$ cat src/hw/rtl/image_block_pooling_macros.svh
// ----------------------------------------------------------------------------
// image_block_pooling assertion macros
// Shared concurrent assertion forms for the block pooling RTL.
// ----------------------------------------------------------------------------
`ifndef IMAGE_BLOCK_POOLING_MACROS_SVH
`define IMAGE_BLOCK_POOLING_MACROS_SVH

// same-cycle implication
`define IBP_ASSERT_IMPL(label, pre, post) \
	label: assert property (@(posedge clk) disable iff (!arst_n) (pre) |-> (post)) \
		else $error("ibp assertion failed");

// next-cycle implication
`define IBP_ASSERT_NEXT(label, pre, post) \
	label: assert property (@(posedge clk) disable iff (!arst_n) (pre) |=> (post)) \
		else $error("ibp assertion failed");

`endif

$ cat src/hw/rtl/ibp_pkg.sv
// ----------------------------------------------------------------------------
// ibp_pkg
// Types and constants of the image block pooling block.
// ----------------------------------------------------------------------------
package ibp_pkg;

	localparam int ACC_W      = 44;
	localparam int COL_W      = 12;
	localparam int ROW_W      = 10;
	localparam int CFG_W      = 13;
	localparam int CFG_IDX_W  = 3;
	localparam int COL_LIMIT  = 4096;

	localparam int MAX_OUT_ROWS_DEF = 1024;
	localparam int MAX_FACTOR_DEF   = 64;
	localparam int PIXEL_BITS_DEF   = 32;

	typedef enum logic [CFG_IDX_W-1:0] {
		REG_MODE       = 3'd0,
		REG_COL_FACTOR = 3'd1,
		REG_ROW_FACTOR = 3'd2,
		REG_OUT_ROWS   = 3'd3,
		REG_OUT_COLS   = 3'd4
	} reg_idx_t;

	typedef enum logic [1:0] {
		MODE_SUM = 2'd0,
		MODE_AVG = 2'd1,
		MODE_MAX = 2'd2
	} mode_t;

	typedef enum logic [1:0] {
		ST_IDLE,
		ST_UPD,
		ST_DIV,
		ST_PUSH
	} state_t;

endpackage

$ cat src/hw/rtl/ibp_div.sv
// ----------------------------------------------------------------------------
// ibp_div
// Signed by unsigned restoring divider, one quotient bit per cycle,
// quotient truncated toward zero.
// ----------------------------------------------------------------------------
module ibp_div import ibp_pkg::*; #(
	parameter int DW = 14
) (
	input  logic                    clk,
	input  logic                    arst_n,
	input  logic                    start,
	input  logic signed [ACC_W-1:0] num,
	input  logic [DW-1:0]           den,
	output logic                    done,
	output logic signed [ACC_W-1:0] quo
);

	localparam int CW = $clog2(ACC_W);

	logic             busy_q;
	logic             done_q;
	logic             neg_q;
	logic [CW-1:0]    cnt_q;
	logic [ACC_W-1:0] quo_q;
	logic [DW-1:0]    rem_q;
	logic [DW-1:0]    den_q;
	logic [DW:0]      trial;
	logic             fits;

	assign trial = {rem_q, quo_q[ACC_W-1]};
	assign fits  = trial >= {1'b0, den_q};

	always_ff @(posedge clk or negedge arst_n) begin
		if (!arst_n) begin
			busy_q <= 1'b0;
			done_q <= 1'b0;
		end else begin
			done_q <= busy_q && (cnt_q == '0);
			if (start) begin
				busy_q <= 1'b1;
			end else if (busy_q && (cnt_q == '0)) begin
				busy_q <= 1'b0;
			end
		end
	end

	always_ff @(posedge clk) begin
		if (start) begin
			neg_q <= num[ACC_W-1];
			quo_q <= num[ACC_W-1] ? ACC_W'(-num) : ACC_W'(num);
			rem_q <= '0;
			den_q <= den;
			cnt_q <= CW'(ACC_W - 1);
		end else if (busy_q) begin
			rem_q <= fits ? DW'(trial - {1'b0, den_q}) : DW'(trial);
			quo_q <= {quo_q[ACC_W-2:0], fits};
			cnt_q <= cnt_q - 1'b1;
		end
	end

	assign done = done_q;
	assign quo  = neg_q ? -$signed(quo_q) : $signed(quo_q);

endmodule

$ cat config.mk
export PLATFORM = sky130hd
export DESIGN_NAME = ibp_div
export DESIGN_NICKNAME = d
export VERILOG_FILES = /design/src/hw/rtl/image_block_pooling_macros.svh /design/src/hw/rtl/ibp_pkg.sv /design/src/hw/rtl/ibp_div.sv
export SDC_FILE = /design/constraint.sdc
export NUM_CORES = 1
export LEC_CHECK = 0
export ABC_AREA = 0
export BUFFER_PORTS_ARGS = -buffer_cell sky130_fd_sc_hd__buf_4
export CAP_MARGIN = 20
export CORE_MARGIN = 5
export CORE_UTILIZATION = 57
export CTS_BUF_LIST = sky130_fd_sc_hd__clkbuf_16
export DETAILED_ROUTE_END_ITERATION = 8
export PLACE_DENSITY = 0.88
export SETUP_SLACK_MARGIN = 0.05
export SLEW_MARGIN = 20
export SYNTH_ARGS = -nofsm -noshare
export SYNTH_HDL_FRONTEND = slang
export SYNTH_SLANG_ARGS = --single-unit
$ cat constraint.sdc
create_clock -name clk -period 3.2 [get_ports clk]
set_input_delay 0.16 -clock clk [delete_from_list [all_inputs] [get_ports clk]]
set_output_delay 0.16 -clock clk [all_outputs]
set_load 0.01 [all_outputs]
; ---- Yosys cells after proc, flatten, opt, wreduce, memory -nomap -nowiden
; Index checks and enable logic that the tools add are counted.
[totals]
register_bits = 81
word_cells = 23
[classes]
add_sub_neg = 4
magnitude_cmp = 1
mux = 7
reduce_logical = 4
[op_table]
columns = cell, n
row1 = 44-bit two-way mux, 4
row2 = 44-bit negator, 2
row3 = 15-bit by 14-bit greater-or-equal comparator with 1-bit output, 1
row4 = 14-bit two-way mux, 1
row5 = 14-bit subtractor, 1
row6 = 6-bit zero test, 1
row7 = "6-bit by 1-bit subtractor with 6-bit output, second input constant", 1
row8 = 2-bit nonzero test, 2
row9 = 1-bit two-way mux, 2
row10 = 1-bit logical AND, 1

; ---- Logic depth before layout (Yosys ltp)
[depth]
depth_word = 4
ltp_mapped = 10

; ---- Worst setup path after synthesis
; OpenSTA, ideal clock, no wires.
[synth_timing]
path_kind = reg-to-output
from = register quo_q[0]
to = output quo[34]
t_arrival_ps = 2380
path_slack_ps = 660
path_stages_with_launch = 9
path_buffers = 0
cell_sequence = edfxtp_1 > inv_1 > ha_1 > or4b_2 > and3b_1 > nand4_1 > or3_1 > o31ai_2 > xnor2_1
[synth_between]
elab_chain_cells = 2
[synth_lines]
columns = element, line
row1 = "start, declared", ibp_div.sv:24  ; logic [ACC_W-1:0] quo_q;
row2 = "start signal, assigned", ibp_div.sv:50  ; quo_q <= num[ACC_W-1] ? ACC_W'(-num) : ACC_W'(num);
row3 = "start signal, assigned", ibp_div.sv:56  ; quo_q <= {quo_q[ACC_W-2:0], fits};
row4 = 44-bit negator, ibp_div.sv:62  ; assign quo = neg_q ? -$signed(quo_q) : $signed(quo_q);
row5 = 44-bit two-way mux, ibp_div.sv:62
row6 = "end, declared", ibp_div.sv:15  ; output logic signed [ACC_W-1:0] quo
; No other way between the ends.

; ---- Final worst setup path
[layout_timing]
from = register quo_q[16]
to = output quo[34]
; Same word-level chain as after synthesis.

==> qor.csv <==
stage;metric;value;unit
critical_path;Buf/Inv on CP;1;
placement;I/O Buffers;105;
drt;# DRC;0;
timing;worst slew pin tran;686;ps
critical_path;crit-path max FO;5;
synth;Seq cells post-synth;81;
drt;1st-iter DRT viols;534;
floorplan;die width;111;µm
cts;clk sinks;81;
cts;Clock Latency Late Sink;340;ps
timing;Pins Over Slew Limit;0;
drt;final WL;16.0;mm
timing;final worst slack;-36.6;ps
global_route;GR Overflow Total;0;
timing;period utilization;101;%
floorplan;Core Rows;37;
synth;ys async rst share;2.47;%
timing;clk_skew;5.65;ps
floorplan;Core Area;0.0101;mm²
cts;CTS clk-pin slew, worst paths;60;ps
synth;syn avg cell area;8.94;µm²
timing;Worst slew margin;54.3;%
critical_path;critical-path cell list;or4_4, nor4_4, nand4_1, or3_4, o31ai_4, xnor2_2, buf_4;
drt;vias;5541;
critical_path;Critical Path Source Type;flop;
cts;Num CTS Buffers;9;
critical_path;crit end category;output port;
synth;post-synth cell types;62;
critical_path;Critical Path Source;quo_q[16];
synth;post-synthesis cell area;0.00583;mm²
global_route;largest net degree at the start of global routing;53;
timing;Min Clock Period, post-route;3240;ps
layout;Final Non-Filler Cells;908;
drt;vias per cell;6.10;
timing;# setup viols final;1;
power;Leak Pwr;2.89;nW
cts;Clock Tree Root;clkbuf_16;
critical_path;CP Class;flop to output port;
synth;Post-synth EDFFs;59;
layout;layout cell share with drive strength beyond 1;21.6;%
timing;Fmax;0.309;GHz
synth;Synth Net Count;733;
layout;Nets;848;
placement;GPL Wtd Cong;0.904;
cts;H-tree levels;3;
synth;Post-synth top flop;edfxtp_1;
synth;Mapped Cells;652;
layout;# diodes;0;
synth;Seq/Total Area, Yosys;38.1;%
power;peak supply drop;0.453;mV
timing;Fin. Hold Viols;0;
critical_path;Worst path max stage delay;550;ps
run_status;failing checks;negative setup slack;
synth;synth warn;0;
drt;routed length per placed instance;17.6;µm
floorplan;Starting Density;57.5;%
global_route;first-pass GRT wire length;24.9;mm
drt;DR pass1 iterations;5;
placement;Inst Count DP;866;
floorplan;die area;0.0123;mm²
run;Max Cap Viol;0;
critical_path;critical register-to-register path startpoint;den_q[10];
global_route;initial antenna violation count;0;
floorplan;Die Ht;111;µm
timing;RSZ-0062 raised after global routing;true;
placement;Post-Place Setup Slack;304;ps
power;PwrDens;574;mW/mm²
global_route;total track usage;24.3;%
cts;CTS tree;built;
worst_hold_path;Min-Delay Path Class;primary input to asynchronous set/reset pin;
cts;Bufs on Longest Clock Path;2;
placement;Detailed Place HPWL;11.3;mm
layout;FILL cells;702;
global_route;vias in the first global route;5189;
drt;Final ANT Viol Nets;0;
critical_path;Worst Path Required;3040;ps
layout;Area Overhead vs Synth;25.1;%
critical_path;Crit-path slowest cell;or4_4;
critical_path;Worst path top cell family by delay;simple AND/OR/NAND/NOR gates;
critical_path;arrival time worst endpoint;3080;ps
run_status;status;finished with violations;
floorplan;IO Count;106;
==> path summary, 6_finish.rpt <==
| kind | end | slack [ps] | cells past startpoint |
|---|---|---|---|
| max | quo[34] | -40 | 7 |
| min | busy_q | 130 | 2 |
| max reg2reg | rem_q[0] | 520 | 8 |
| min reg2reg | cnt_q[0] | 490 | 2 |
| max in group asynchronous | done | 2990 | 2 |
| min in group clk | quo_q[36] | 220 | 3 |
==> power by group <==
group,internal [W],switching (W)
Clock,0.000605,0.000430
Combinational,0.000760,0.000893
Sequential,0.00132,0.000182
==> sequential cells by signal, summed over array words and instances, names as in the netlist <==
signal,cells
cnt_q,6
rem_q,14
done,1
quo_q,44
neg_q,1
den_q,14
busy_q,1
==> metrics by stage <==
step	utilization, %	total power (W)	setup TNS, ps	hold slack [ps]	cell area (µm²)
after floorplan	-	0.00252	0	-136	5830
final	71.9	0.00419	-36.6	127	7290
after CTS	70.6	0.00412	0	1.32	7160
after global placement	66.2	0.00298	0	-57.0	6710
after detailed placement	66.2	0.00306	0	-56.0	6710
after global routing	71.9	0.00441	-118	158	7290
==> worst register-to-register path: stages, from the launching register on <==
cell and delay (ps):
edfxtp_1 330, inv_1 50, ha_1 360, a21o_1 240, a31oi_1 410, a21o_1 220, and3_1 480, nor4b_1 100
or3_1 380
==> timing repair <==
item	in CTS	in global routing
gates resized for setup	3	8
hold buffers	14	1
endpoints found under the hold margin	15	1
setup endpoints to repair	2	3
pin swaps	0	6
buffers inserted	1	10
==> cell type report <==
| type | count | area [µm²] | share of cell area (%) |
|---|---|---|---|
| Multi-Input combinational cell | 512 | 3440 | 47.2 |
| Sequential cell | 81 | 2220 | 30.5 |
| Clock inverter | 7 | 68.8 | 0.944 |
| Inverter | 25 | 93.8 | 1.29 |
| Timing Repair Buffer | 138 | 1070 | 14.7 |
| Tap cell | 136 | 170 | 2.33 |
| Clock buffer | 9 | 225 | 3.09 |
==> cell families (layout without fill, tap and decap cells) <==
kind of cell | Yosys count | count (layout) | synth area share [%]
compound gates | 167 | 167 | 18.9
xor+xnor | 93 | 93 | 14.0
fa+ha+maj | 20 | 20 | 4.42
buf+inv | 59 | 179 | 3.86
flops | 81 | 81 | 38.1
mux | 6 | 6 | 1.09
simple gates | 226 | 226 | 19.6
==> metal layers <==
layer	global-route usage, %	vias up	part of all wire (%)
li1	-	2608	-
met1	30.8	2611	40
met2	40.4	279	48
met3	5.90	43	7.9
met4	9.25	0	3.3
met5	0	-	0
==> Yosys cell counts (all sizes together) (19+ instances only) <==
master / instances / area (µm²)
a21oi: 50 / 250
nand2: 53 / 199
clkbuf: 32 / 120
o31ai: 23 / 183
nor2: 72 / 270
dfxtp: 20 / 400
edfxtp: 59 / 1770
inv: 25 / 93.8
ha: 19 / 238
xnor2: 51 / 447
xor2: 42 / 368
o21ai: 39 / 195
==> cell usage in the layout, fill, tap and decap left out, types with 7 or more instances in the layout <==
cell type      instances
nand2_1               53
inv_1                 24
o31ai_1               21
a21o_1                 7
a311oi_1               9
or3_1                 14
xor2_1                42
a211oi_1               7
ha_1                  18
dlygate4sd3_1         15
o21ai_0               39
nor3_1                12
nand2b_1              11
dfxtp_1               20
clkbuf_16              9
xnor2_1               50
a21oi_1               50
buf_4                123
edfxtp_1              59
nor2_1                72
nand3_1               12
o41ai_1               13
No activity file was read; power rests on OpenSTA's default activity.
